===== config.mk =====
export PLATFORM = sky130hd
export DESIGN_NAME = ecol_div_stage
export DESIGN_NICKNAME = d
export VERILOG_FILES = /design/src/hw/rtl/ecol_pkg.sv /design/src/hw/rtl/ecol_div_stage.sv
export SDC_FILE = /design/constraint.sdc
export NUM_CORES = 1
export LEC_CHECK = 0
export CORE_AREA = 2 2 233 235
export CTS_CLUSTER_DIAMETER = 40
export DETAILED_ROUTE_END_ITERATION = 10
export DIE_AREA = 0 0 235 237
export DONT_BUFFER_PORTS = 1
export PLACE_DENSITY = 0.45
export SYNTH_ARGS = -nofsm -noshare
export SYNTH_HDL_FRONTEND = slang
export SYNTH_SLANG_ARGS = --single-unit
export TNS_END_PERCENT = 10

===== constraint.sdc =====
create_clock -name clk -period 11.3 [get_ports clk]
set_input_delay 1.695 -clock clk [delete_from_list [all_inputs] [get_ports clk]]
set_output_delay 1.695 -clock clk [all_outputs]
set_load 0.01 [all_outputs]

===== src/hw/rtl/ecol_pkg.sv =====
// Shared types, constants and arithmetic helpers for the pair-collision axis pipeline.
`default_nettype none
package ecol_pkg;

	localparam int WORD_BITS = 32;
	localparam int EXT_BITS  = 31;
	localparam int QUOT_BITS = 34;
	localparam int DIV_STEPS = QUOT_BITS / 2;
	localparam int STAGES    = DIV_STEPS + 4;

	localparam logic signed [35:0] SAT_HI = 36'sh07FFFFFFF;
	localparam logic signed [35:0] SAT_LO = -36'sh080000000;

	typedef struct packed {
		logic signed [WORD_BITS-1:0] pos_a;
		logic signed [WORD_BITS-1:0] pos_b;
		logic signed [WORD_BITS-1:0] vel_a;
		logic signed [WORD_BITS-1:0] vel_b;
		logic [EXT_BITS-1:0]         extent_a;
		logic [EXT_BITS-1:0]         extent_b;
		logic [EXT_BITS-1:0]         mass_a;
		logic [EXT_BITS-1:0]         mass_b;
	} req_t;

	typedef struct packed {
		logic signed [WORD_BITS-1:0] new_pos_a;
		logic signed [WORD_BITS-1:0] new_pos_b;
		logic signed [WORD_BITS-1:0] new_vel_a;
		logic signed [WORD_BITS-1:0] new_vel_b;
		logic                        hit;
		logic                        clipped;
		logic                        mass_fault;
	} rsp_t;

	// sideband that rides along the divider
	typedef struct packed {
		logic                        hit;
		logic                        mfault;
		logic                        pclip;
		logic                        neg_a;
		logic                        neg_b;
		logic                        ovf_a;
		logic                        ovf_b;
		logic [WORD_BITS-1:0]        msum;
		logic signed [WORD_BITS-1:0] vel_a;
		logic signed [WORD_BITS-1:0] vel_b;
		logic signed [WORD_BITS-1:0] pos_a;
		logic signed [WORD_BITS-1:0] pos_b;
	} side_t;

	// partial remainder and dividend/quotient shift word
	typedef struct packed {
		logic [WORD_BITS-1:0] rem;
		logic [QUOT_BITS-1:0] sh;
	} lane_t;

	// two restoring-division steps; rem stays below m
	function automatic lane_t div_step(lane_t l, logic [WORD_BITS-1:0] m);
		lane_t r;
		logic [WORD_BITS:0] t;
		r = l;
		for (int k = 0; k < 2; k++) begin
			t = {r.rem, r.sh[QUOT_BITS-1]};
			if (t >= {1'b0, m}) begin
				r.rem = WORD_BITS'(t - {1'b0, m});
				r.sh  = {r.sh[QUOT_BITS-2:0], 1'b1};
			end else begin
				r.rem = t[WORD_BITS-1:0];
				r.sh  = {r.sh[QUOT_BITS-2:0], 1'b0};
			end
		end
		return r;
	endfunction

	// {clip, value}
	function automatic logic [WORD_BITS:0] sat_word(logic signed [35:0] v);
		logic [WORD_BITS:0] r;
		if (v > SAT_HI)
			r = {1'b1, SAT_HI[WORD_BITS-1:0]};
		else if (v < SAT_LO)
			r = {1'b1, SAT_LO[WORD_BITS-1:0]};
		else
			r = {1'b0, v[WORD_BITS-1:0]};
		return r;
	endfunction

endpackage
`default_nettype wire


===== src/hw/rtl/ecol_div_stage.sv =====
// One registered stage of the pipelined divider: two quotient bits for each lane.
`default_nettype none
module ecol_div_stage import ecol_pkg::*; (
	input  wire logic  clk,
	input  wire logic  adv,
	input  wire side_t side_in,
	input  wire lane_t lane_a_in,
	input  wire lane_t lane_b_in,
	output side_t      side_out,
	output lane_t      lane_a_out,
	output lane_t      lane_b_out
);

	always_ff @(posedge clk) begin
		if (adv) begin
			side_out   <= side_in;
			lane_a_out <= div_step(lane_a_in, side_in.msum);
			lane_b_out <= div_step(lane_b_in, side_in.msum);
		end
	end

endmodule
`default_nettype wire


# Word level (Yosys, flattened, before mapping)
# Cells that the tools add are included.
totals:
  ff_bits: 299
  input_bits: 301
  word_cells: 30
op_classes:
  add_sub_neg: 4
  n_lt_le_gt_ge: 4
  muxes: 6
op_table:
  columns: ["op", "n"]
  rows:
  - ["$mux 66", 6]
  - ["$ge 33x32->1", 4]
  - ["$sub 32x32->32", 4]

# Longest topological paths before layout
# Gate-level depths: netlist of run 1.
logic_depth:
  word_depth: 5
  ltp_mapped: 28
  mapped_depth_nobuf: 24

# Worst setup path after synthesis of run 1
# OpenSTA, ideal clock, no wires.
synth_path:
  path_type: "input to register"
  start: "input side_in[143] (netlist name)"
  end: "register lane_b_out[37] (netlist name), data pin"
  arrival_time_ns: 6.704
  t_required_ns: 11.040
  setup_slack_ns: 4.335
  path_stages: 25
  n_path_buf: 5
  cell_sequence: "inv_1 -> ha_1 -> clkbuf_1 -> nand4_1 -> a2111oi_4 -> o21ai_2 -> a311oi_2 -> nand2_1 -> a32oi_2 -> buf_4 -> buf_4 -> mux2_2 -> ha_1 -> o21a_1 -> o31a_1 -> or3_1 -> a41oi_2 -> o21ai_1 -> a21oi_2 -> a21oi_1 -> a21oi_1 -> o211a_1 -> buf_4 -> buf_6 -> mux2_4"
synth_via:
  elab_chain_cells: 5
synth_rtl:
  columns: ["item", "line", "rtl"]
  rows:
  - ["start: declaration", "ecol_div_stage.sv:6", "input wire side_t side_in,"]
  - ["$ge 33x32->1 or $sub 32x32->32 (tied branches)", "ecol_pkg.sv:64, ecol_pkg.sv:65", null]
  - ["$mux 66", "ecol_pkg.sv:64", "if (t >= {1'b0, m}) begin"]
  - ["$mux 66", "ecol_div_stage.sv:15", "if (adv) begin"]
  - ["$sub 32x32->32 or $ge 33x32->1 (tied branches)", "ecol_pkg.sv:65, ecol_pkg.sv:64", null]
  - ["$mux 66 *", "ecol_pkg.sv:64", null]
  - ["end signal: assignment", "ecol_div_stage.sv:18", "lane_b_out <= div_step(lane_b_in, side_in.msum);"]
  - ["end: declaration", "ecol_div_stage.sv:11", "output lane_t lane_b_out"]
# Every way passes the cells marked *; elsewhere a longest branch is shown, timed or not. The select of a mux whose other input is x is not followed.
# A chain may end at the register's enable or synchronous reset.

# Final worst setup path of run 1
layout_path:
  start: "input side_in[129] (netlist name)"
  end: "register lane_a_out[36] (netlist name), data pin"
layout_via:
  elab_chain_cells: 5
layout_rtl:
  columns: ["item", "line", "rtl"]
  rows:
  - ["$sub 32x32->32 or $ge 33x32->1 (tied branches)", "ecol_pkg.sv:65, ecol_pkg.sv:64", null]
  - ["$mux 66", "ecol_pkg.sv:64", null]
  - ["$mux 66", "ecol_div_stage.sv:15", null]
  - ["$sub 32x32->32 or $ge 33x32->1 (tied branches)", "ecol_pkg.sv:65, ecol_pkg.sv:64", null]
  - ["$mux 66 *", "ecol_pkg.sv:64", null]
  - ["end signal: assignment", "ecol_div_stage.sv:17", "lane_a_out <= div_step(lane_a_in, side_in.msum);"]
  - ["end: declaration", "ecol_div_stage.sv:10", "output lane_t lane_a_out,"]
# Marked as above.

==> reports/metrics.yaml, run 1 <==
outcome:
  status: "finished clean"
power:
  comb_power_share: 0.258
  finalPower_w: 0.004382
  power_frac_seq: 0.374
  power.leakage_nw: 7.842
  p_sw_frac: 0.3299
  clockPowerShare: 0.368
  power_density_nw_per_um2: 217.5
  ir_drop_v: 0.0001077
  p_sw_w: 0.001446
  p_int_w: 0.002936
logic_synthesis:
  avgSynthCellArea_um2: 11.92
  synth_edf_count: 299
  synth_cells: 1479
  syn_nets: 1912
  yosysUniqueCellTypes: 75
  ys_seq_area_frac: 0.5095
  ys_warn_count: 0
  ys.flop_type: "edfxtp_1"
  synth_seq_cells: 299
  ys_async_sr_fraction: 0
  synth.cell_area_um2: 17620
sta:
  final.setup.tns_ns: 0
  clock.fmax_ghz: 0.1256
  max-slew-margin-rel: 0.1931
  hold_viol_final: 0
  worst_slew_pin_slew_ns: 1.210
  finalCriticalPeriod_ns: 7.960
  timing.hold.ws_ns: 1.176
  drv_slew: 0
  rsz0062_at_grt: "false"
  fin_crit_sh: 0.7044
  setup_violations: 0
worst_hold_path:
  holdPathEnd: "side_out[140]$_DFFE_PP_"
  min-delay-start: "side_in[140]"
  hold_path.class: "in2reg"
  holdPathStages: 0
clocking:
  cts_sinks: 299
  cts_root_buffer: "clkbuf_16"
  path_clk_slew_ns: 0.05
  cts_max_path_buffers: 3
  h-tree-depth: 2
  hold_buffers: 0
  cts_setup_buffers: 0
  cts_tree: "yes"
  ctsResizeCount: 0
  cts_made_buffers: 53
routing:
  via_count: 12400
  wl_per_cell_um: 31.27
  drt-vias-per-instance: 5.532
  antenna_left: 0
  dr.pass1.iters: 5
  postRouteWirelength_um: 70080
  drt_iter0_drc: 781
  drc: 0
global_routing:
  grt_pass1_wl_um: 95930
  globalRoute.totalOverflow: 0
  grt_pass1_vias: 12140
  grt_max_degree: 300
  antenna_found_initial: 22
  grt_usage: 0.2423
cells_and_area:
  final_cell_mix: "299 x edfxtp_1, 141 x a21oi_1, 128 x ha_1"
  nets: 1928
  fill_cells: 5081
  final_common_cell: "edfxtp_1"
  layout-drive-gt1-share: 0.1443
  area_growth_pct: 14.31
critical_path:
  arrival_ns: 8.30
  path_class: "in2reg"
  crit_path_top_delay_cell: "inv_2"
  critPathTopFamily: "compound AO/OA/AOI/OAI gates"
  crit_fanout: 42
  endpoint_kind: "flip-flop"
  worstPathRequired_ns: 11.64
  crit_chain: "inv_1 -> ha_1 -> nor2b_1 -> o211ai_1 -> a32oi_2 -> a31oi_4 -> o21ai_2 -> a21oi_1 -> and2_1 -> inv_2 -> nor2_1 -> a21oi_1 -> ha_1 -> nor2b_1 -> o21a_1 -> o21ai_1 -> a211oi_1 -> o2111ai_1 -> o211ai_1 -> a31oi_1 -> o21ai_0 -> nor3_4 -> buf_4 -> mux2_2"
  start_kind: "input port"
  slowest_delay_ns: 0.57
  worst-path-buf-inv: 3
floorplanning:
  dieArea_um2: 55700
  die_x_um: 235
  rows: 85
  fp.coreArea_um2: 53280
  floorplan.initialDensity: 0.3308
  dieHeight_um: 237
  num_io_pins: 600
job:
  max_cap_violations: 0
placement:
  hpwl_um: 55910
  gp_congestion: 0.9649
  place.port_buffers: 0
-- cells by family (layout without fill, tap and decap cells) --
| kind of cell | Yosys count | in the layout | synth area share |
|---|---|---|---|
| AO/OA/AOI/OAI | 412 | 412 | 0.1537 |
| other | 0 | 7 | 0 |
| XOR/XNOR | 106 | 106 | 0.05268 |
| adder cells (fa/ha/maj) | 132 | 132 | 0.09542 |
| buffers and inverters | 118 | 177 | 0.02932 |
| flip-flops | 299 | 299 | 0.5095 |
| AND/OR/NAND/NOR | 319 | 319 | 0.08875 |
| multiplexers | 93 | 93 | 0.07064 |
-- cell type report --
type                    instances  area [µm²]  area share
diodes                          7       17.52   0.0008696
clock buffers                  54        1330     0.06603
clock inverters                44       504.2     0.02503
inverters                      74       277.8     0.01379
multi-input cells            1062        8128      0.4035
flip-flops and latches        299        8979      0.4457
well taps                     696       870.8     0.04323
repair buffers                  5       37.54    0.001863
-- flip-flops by register name, summed over array words and instances (netlist names) --
| register | flops |
|---|---|
| side_out | 167 |
| lane_a_out | 66 |
| lane_b_out | 66 |
-- power groups by stage --
stage          registers, W  clock network, W  logic (W)
2_1_floorplan       0.00157                 0   0.000901
3_3_place_gp        0.00167                 0    0.00113
3_5_place_dp        0.00166                 0    0.00112
4_1_cts             0.00165           0.00165    0.00113
5_1_grt             0.00165           0.00170    0.00124
6_report            0.00164           0.00161    0.00113
-- cells in the mapped netlist, types with 6 or more instances --
master,count,area share
mux2_4,54,0.046
nand2b_1,14,0.0050
a21o_1,63,0.027
a211o_1,6,0.0030
a31o_2,7,0.0035
edfxtp_1,299,0.51
a211oi_1,11,0.0047
or3_1,6,0.0021
nand2_1,71,0.015
nand3_1,32,0.0091
nand4_1,15,0.0053
clkbuf_1,27,0.0058
nor3_1,12,0.0034
o21a_1,16,0.0068
nor4_1,6,0.0021
and2_1,8,0.0028
o31ai_1,8,0.0034
inv_1,72,0.015
ha_1,128,0.091
buf_4,6,0.0026
or2_2,8,0.0028
o21bai_1,12,0.0051
and3_1,14,0.0050
o21ai_0,66,0.019
a21oi_1,141,0.040
nor2_1,100,0.021
buf_6,6,0.0038
mux2_2,35,0.022
a31oi_1,12,0.0043
xnor2_1,72,0.036
o211ai_1,17,0.0072
xor2_1,34,0.017
nor2b_1,19,0.0067
-- worst max path at each step --
stage / startpoint / slack, ns / endpoint / depth (start not counted)
floorplan: side_in[143] / 4.34 / lane_b_out[37]$_DFFE_PP_ / 25
CTS: side_in[129] / 3.20 / lane_a_out[36]$_DFFE_PP_ / 24
global route: side_in[129] / 2.75 / lane_a_out[36]$_DFFE_PP_ / 24
finish: side_in[129] / 3.34 / lane_a_out[36]$_DFFE_PP_ / 24
detailed placement: side_in[129] / 2.60 / lane_a_out[35]$_DFFE_PP_ / 24
global placement: side_in[129] / 2.71 / lane_a_out[35]$_DFFE_PP_ / 24
-- layer usage --
| metal | share of wire | vias up | global-route usage |
|---|---|---|---|
| li1 | - | 5666 | - |
| met5 | 0.0021 | - | 0 |
| met1 | 0.39 | 6078 | 0.2833 |
| met3 | 0.098 | 100 | 0.09816 |
| met2 | 0.49 | 529 | 0.4158 |
| met4 | 0.022 | 24 | 0.05389 |
-- through the flow --
step | worst slack (ns) | utilization | instance area (µm²) | cells
after CTS | 3.203 | 0.3777 | 20130 | 2234
after global placement | 2.707 | 0.3433 | 18290 | 2136
after global routing | 2.746 | 0.3777 | 20130 | 2234
final | 3.340 | 0.3781 | 20140 | 2241
after detailed placement | 2.596 | 0.3433 | 18290 | 2136
after floorplan | 4.335 | - | 17620 | 1479
No activity file was read; power rests on OpenSTA's default activity.
==> run 2: changes to the inputs <==
PLACE_DENSITY = 0.47   (was 0.45)
clock period = 7 ns   (was 11.3 ns; I/O delays follow)
==> run 2 against run 1 <==
  * Utilization up 0.64 points
  * Sequential share of layout area down 0.74 points
  * Final cell count increased by 2.5%
  * Via count increased by 1.0%
  * Critical path depth is 2 lower
  * First-iteration DRC count up 13%
  * Critical endpoint is now lane_b_out[35]$_DFFE_PP_
  * Clock-buffer cell count shrank 4
  * Worst hold slack lost 0.65 ns
  * Cell area increased by 1.7%
  * Sequential cell count unchanged
==> reports/metrics.yaml, run 2 (synthesized netlist as in run 1, its figures left out) <==
critical_path:
  worst-path-buf-inv: 2  # -1
  endpoint_kind: "flip-flop"
  start_kind: "input port"
  crit_chain: "inv_1 -> ha_1 -> nand2_1 -> and3_4 -> a2111oi_4 -> o21ai_2 -> a311oi_2 -> nand2_1 -> a32oi_2 -> mux2i_1 -> ha_1 -> nor2b_1 -> o31a_1 -> or3_1 -> a41oi_2 -> o21ai_1 -> a21oi_2 -> a21oi_1 -> a21oi_1 -> o211a_1 -> buf_12 -> mux2_2"
  arrival_ns: 6.64  # -1.66 ns
  critPathTopFamily: "compound AO/OA/AOI/OAI gates"
  crit_fanout: 24  # -43%
  slowest_delay_ns: 0.46  # -0.11 ns
  crit_path_top_delay_cell: "mux2i_1"
  path_class: "in2reg"
  worstPathRequired_ns: 7.35  # -4.29 ns
placement:
  place.port_buffers: 0  # unchanged
  pre_cts_ws_ns: 0.1120  # -2.484 ns
  place_area_um2: 18860  # +3.1%
  gp_congestion: 0.9720  # +0.74%
  hpwl_um: 54560  # -2.4%
  dp.cells: 2203  # +3.1%
global_routing:
  grt_usage: 0.2354  # -0.006832
  grt_pass1_vias: 12290  # +1.2%
  globalRoute.totalOverflow: 0  # unchanged
  grt_max_degree: 300  # unchanged
  antenna_found_initial: 18  # -18%
  grt_pass1_wl_um: 93950  # -2.1%
power:
  power_density_nw_per_um2: 336.8  # +55%
  comb_power_share: 0.279  # +0.021
  p_sw_w: 0.002272  # +57%
  power_frac_seq: 0.381  # +0.007
  power.leakage_nw: 8.085  # +3.1%
  ir_drop_v: 0.0001753  # +63%
  clockPowerShare: 0.340  # -0.028
  p_int_w: 0.004627  # +58%
  p_sw_frac: 0.3293  # -0.0005549
cells_and_area:
  area_growth_pct: 16.24
  final_cells: 2296  # +2.5%
  nets: 1991  # +3.3%
  reg_top3: "side_out x167, lane_a_out x66, lane_b_out x66"
  top_register: "side_out"
  largest_reg_flops: 167  # unchanged
  layout-drive-gt1-share: 0.1746  # +0.03025
  final_cell_mix: "299 x edfxtp_1, 141 x a21oi_1, 128 x ha_1"
  final_common_cell: "edfxtp_1"
  final_area_um2: 20490  # +1.7%
floorplanning:
  fp.coreArea_um2: 53280  # unchanged
  die_x_um: 235  # unchanged
  floorplan.initialDensity: 0.3308  # unchanged
  rows: 85  # unchanged
  num_io_pins: 600  # unchanged
  dieHeight_um: 237  # unchanged
  dieArea_um2: 55700  # unchanged
worst_hold_path:
  hold_path.class: "in2reg"
routing:
  drc: 0  # unchanged
  wl_per_cell_um: 29.46  # -5.8%
  drt-vias-per-instance: 5.453  # -1.4%
  postRouteWirelength_um: 67650  # -3.5%
  antenna_left: 0  # unchanged
  drt_iter0_drc: 884  # +13%
  dr.pass1.iters: 5  # unchanged
  via_count: 12520  # +1.0%
sta:
  worst_slew_pin_slew_ns: 1.076  # -0.1343 ns
  finalCriticalPeriod_ns: 6.282
  final.setup.tns_ns: 0  # unchanged
  max-slew-margin-rel: 0.2827  # +0.08956
  setup_violations: 0  # unchanged
  setup_ws_ns: 0.7176  # -2.622 ns
  fin_crit_sh: 0.8975
  hold_viol_final: 0  # unchanged
  rsz0062_at_grt: "false"
  drv_slew: 0  # unchanged
  clock.fmax_ghz: 0.1592
clocking:
  cts_made_buffers: 49  # -7.5%
  hold_buffers: 0  # unchanged
  cts_max_path_buffers: 3  # unchanged
  cts_setup_buffers: 0  # unchanged
  cts_root_buffer: "clkbuf_16"
  cts_sinks: 299  # unchanged
  ctsResizeCount: 0  # unchanged
  h-tree-depth: 2  # unchanged
  cts_tree: "yes"
  path_clk_slew_ns: 0.05  # about the same
outcome:
  status: "finished clean"
job:
  max_cap_violations: 0  # unchanged
## run 2: cell type report
class | instances | area [µm²]
fill | 5129 | 32800
sequential | 299 | 8979
multi-input combinational | 1062 | 8128
clock buffer | 50 | 1230
tap | 696 | 870.8
timing repair buffer | 72 | 603.1
clock inverter | 41 | 392.9
inverter | 74 | 277.8
antenna | 2 | 5.005
## run 2: final timing paths
kind / startpoint / end / slack, ns / cells after the start
setup / recovery: side_in[140] / lane_b_out[35]$_DFFE_PP_ / 0.72 / 22
hold / removal: side_in[148] / side_out[148]$_DFFE_PP_ / 0.53 / 0
## run 2: metal layers
layer / GRT usage / vias up / routed length (µm)
li1: - / 5775 / -
met1: 0.2795 / 6096 / 26690
met2: 0.4001 / 533 / 33020
met3: 0.09023 / 95 / 6253
met4: 0.05850 / 22 / 1552
met5: 0 / - / 132
## run 2: through the flow
step / hold slack [ns] / util / power [W]
floorplan: 1.149 / - / 0.003990
global placement: 1.149 / 0.3539 / 0.004587
detailed placement: 1.149 / 0.3539 / 0.004574
CTS: 0.4920 / 0.3844 / 0.006972
global route: 0.5029 / 0.3845 / 0.007243
finish: 0.5290 / 0.3845 / 0.006900
## run 2: power groups by stage
stage	Clock [W]	Sequential (W)	Combinational (W)
floorplan	0	0.00253	0.00145
global placement	0	0.00268	0.00191
detailed placement	0	0.00267	0.00191
CTS	0.00241	0.00264	0.00192
global route	0.00249	0.00265	0.00211
finish	0.00235	0.00263	0.00192
==> run 3: changes to the inputs <==
ABC_AREA = 1   (was not set)
PLACE_DENSITY = 0.5   (was 0.47)
==> run 3 against run 2 <==
  * Utilization up 2.5 points
  * Critical path type unchanged
  * Clock power about the same
  * Final cell count increased by 36%
==> reports/metrics.yaml, run 3 <==
power:
  ir_drop_v: 0.0002066  # +18%
  power_density_nw_per_um2: 313.7  # -6.9%
  power_frac_seq: 0.383  # +0.002
  p_sw_frac: 0.3756  # +0.04625
  power.leakage_nw: 9.843  # +22%
  p_int_w: 0.004275  # -7.6%
  p_sw_w: 0.002572  # +13%
  comb_power_share: 0.276  # -0.003
  clockPowerShare: 0.341  # about the same
logic_synthesis:
  synthSimpleGateAreaFrac: 0.2654  # +0.1767
  ys_top_cells_by_count: "766 x nand2_1, 299 x edfxtp_1, 295 x inv_1, 178 x nand3_1, 163 x nor2_1"
  avgSynthCellArea_um2: 8.327  # -30%
  ys_seq_area_frac: 0.4630  # -0.04651
  ys_warn_count: 0  # unchanged
  synth_xor_area_frac: 0.03658  # -0.01610
  synth.cell_area_um2: 19390  # +10%
  synthMuxAreaShare: 0  # -0.07064
  synthTopCellsByArea: "edfxtp_1 46%, nand2_1 15%, ha_1 8.3%"
  yosysTopAreaCell: "edfxtp_1"
  synth_seq_cells: 299  # unchanged
  synth_top_family_by_area: "simple AND/OR/NAND/NOR gates"
  yosysUniqueCellTypes: 49  # -35%
  synth_most_common_cell: "nand2_1"
  synthDominantCellAreaShare: 0.4630  # -0.04651
  synth_cells: 2329  # +57%
  ys.flop_type: "edfxtp_1"
  synth_edf_count: 299  # unchanged
  ys_async_sr_fraction: 0  # unchanged
  yosys.area_share.adder: 0.08671  # -0.008711
  syn_nets: 2762  # +44%
  synth_compound_area_frac: 0.07697  # -0.07674
sta:
  timing.hold.ws_ns: 0.5540  # +0.02499 ns
  max-slew-margin-rel: 0.1915  # -0.09120
  rsz0062_at_grt: "false"
  drv_slew: 0  # unchanged
  worst_slew_pin_slew_ns: 1.213  # +0.1368 ns
  hold_viol_final: 0  # unchanged
  clock.fmax_ghz: 0.1859  # +17%
  setup_violations: 0  # unchanged
  fin_crit_sh: 0.7683  # -0.1291
  finalCriticalPeriod_ns: 5.378  # -0.9040 ns
  final.setup.tns_ns: 0  # unchanged
global_routing:
  grt_usage: 0.2968  # +0.06133
  antenna_found_initial: 9  # -9
  globalRoute.totalOverflow: 0  # unchanged
  grt_max_degree: 300  # unchanged
  grt_pass1_wl_um: 118500  # +26%
  grt_pass1_vias: 15970  # +30%
worst_hold_path:
  holdPathStages: 0  # unchanged
  hold_path.class: "in2reg"
cells_and_area:
  multiInputGateArea_um2: 9039  # +11%
  final_common_cell: "nand2_1"
  reg_top3: "side_out x167, lane_a_out x66, lane_b_out x66"
  utilization: 0.4097  # +0.02522
  layout-drive-gt1-share: 0.06421  # -0.1104
  area_growth_pct: 12.56
  regArea_um2: 8979  # unchanged
  nets: 2810  # +41%
  final_cell_mix: "766 x nand2_1, 299 x edfxtp_1, 295 x inv_1"
  top_register: "side_out"
  largest_reg_flops: 167  # unchanged
  fill_cells: 5255  # +2.5%
routing:
  dr.pass1.iters: 6  # +1
  via_count: 17070  # +36%
  postRouteWirelength_um: 85500  # +26%
  antenna_left: 0  # unchanged
  wl_per_cell_um: 27.44  # -6.9%
  drt_iter0_drc: 1737  # +96%
  drc: 0  # unchanged
  drt-vias-per-instance: 5.478  # +0.45%
job:
  max_cap_violations: 0  # unchanged
clocking:
  cts_setup_buffers: 0  # unchanged
  cts_sinks: 299  # unchanged
  cts_root_buffer: "clkbuf_16"
  ctsResizeCount: 0  # unchanged
  h-tree-depth: 2  # unchanged
  cts_made_buffers: 47  # -4.1%
  cts_max_path_buffers: 3  # unchanged
  path_clk_slew_ns: 0.06  # about the same
  hold_buffers: 0  # unchanged
  cts_tree: "yes"
outcome:
  status: "finished clean"
critical_path:
  crit_chain: "inv_1 -> buf_4 -> ha_1 -> nand2_1 -> nor2_1 -> nand2_1 -> nor3_2 -> nand2_1 -> nand3_2 -> a21oi_4 -> buf_4 -> o21ai_0 -> ha_1 -> nand2_1 -> nor2_1 -> nand2_1 -> inv_1 -> a41oi_1 -> nand2_2 -> nor2_4 -> nand3_1 -> nand2_1"
  worstPathRequired_ns: 7.40  # +0.05 ns
  crit_top_cell: "nand2_1"
  slowest_delay_ns: 0.66  # +0.20 ns
  path_class: "in2reg"
  endpoint_kind: "flip-flop"
  crit_path_top_delay_cell: "nor2_4"
  start_kind: "input port"
  crit_fanout: 32  # +33%
  arrival_ns: 5.77  # -0.87 ns
placement:
  place.port_buffers: 0  # unchanged
  gp_congestion: 1.023  # +5.2%
  hpwl_um: 69760  # +28%
floorplanning:
  num_io_pins: 600  # unchanged
  dieHeight_um: 237  # unchanged
  dieArea_um2: 55700  # unchanged
  rows: 85  # unchanged
  fp.coreArea_um2: 53280  # unchanged
  floorplan.initialDensity: 0.3640  # +0.03323
  die_x_um: 235  # unchanged
==> run 3: power groups by stage <==
stage | sequential [W] | combinational, W | clock [W]
CTS | 0.00263 | 0.00185 | 0.00237
detailed placement | 0.00266 | 0.00184 | 0
global route | 0.00263 | 0.00208 | 0.00246
finish | 0.00262 | 0.00189 | 0.00233
floorplan | 0.00250 | 0.00131 | 0
global placement | 0.00267 | 0.00185 | 0
==> run 3: cell families (layout without fill, tap and decap cells) <==
kind of cell | Yosys count | after routing
and+or+nand+nor | 1220 | 1220
buffers and inverters | 331 | 416
xor gates and xnor gates | 81 | 81
AOI/OAI and AO/OA | 266 | 266
other | 0 | 6
DFF | 299 | 299
adders and majority gates | 132 | 132
==> run 3: final timing paths <==
| check | end | slack, ns | startpoint |
|---|---|---|---|
| max | lane_a_out[54]$_DFFE_PP_ | 1.62 | side_in[151] |
| min | side_out[93]$_DFFE_PP_ | 0.55 | side_in[93] |
==> run 3: critical path, delay by kind of cell <==
kind | cells | cell delay (ns)
simple gates | 13 | 2.30
compound gates | 3 | 1.00
fa+ha+maj | 2 | 0.78
buf+inv | 4 | 0.62
==> run 3: area by class of cell <==
| class | instances | area share |
|---|---|---|
| inverters | 301 | 0.05176 |
| well taps | 696 | 0.03989 |
| diodes | 6 | 0.0006878 |
| multi-input cells | 1699 | 0.4141 |
| repair buffers | 29 | 0.01055 |
| clock inverters | 35 | 0.01719 |
| flip-flops and latches | 299 | 0.4113 |
| clock buffers | 51 | 0.05457 |
==> run 3: routing by layer <==
layer  share of wire  vias to the layer above  global-route usage
met5         0.00044                        -                   0
met4           0.028                        6             0.08305
met3           0.099                      116             0.08638
met2            0.44                      869              0.4637
met1            0.43                     8200              0.4000
li1                -                     7879                   -
==> run 3: stage by stage <==
stage	cell area, µm²	total power [W]	cells	worst slack [ns]
finish	21830	0.006847	3116	1.622
global route	21810	0.007178	3110	1.259
CTS	21810	0.006852	3110	1.796
detailed placement	20250	0.004497	3024	1.219
global placement	20250	0.004516	3024	1.183
floorplan	19390	0.003816	2329	2.577
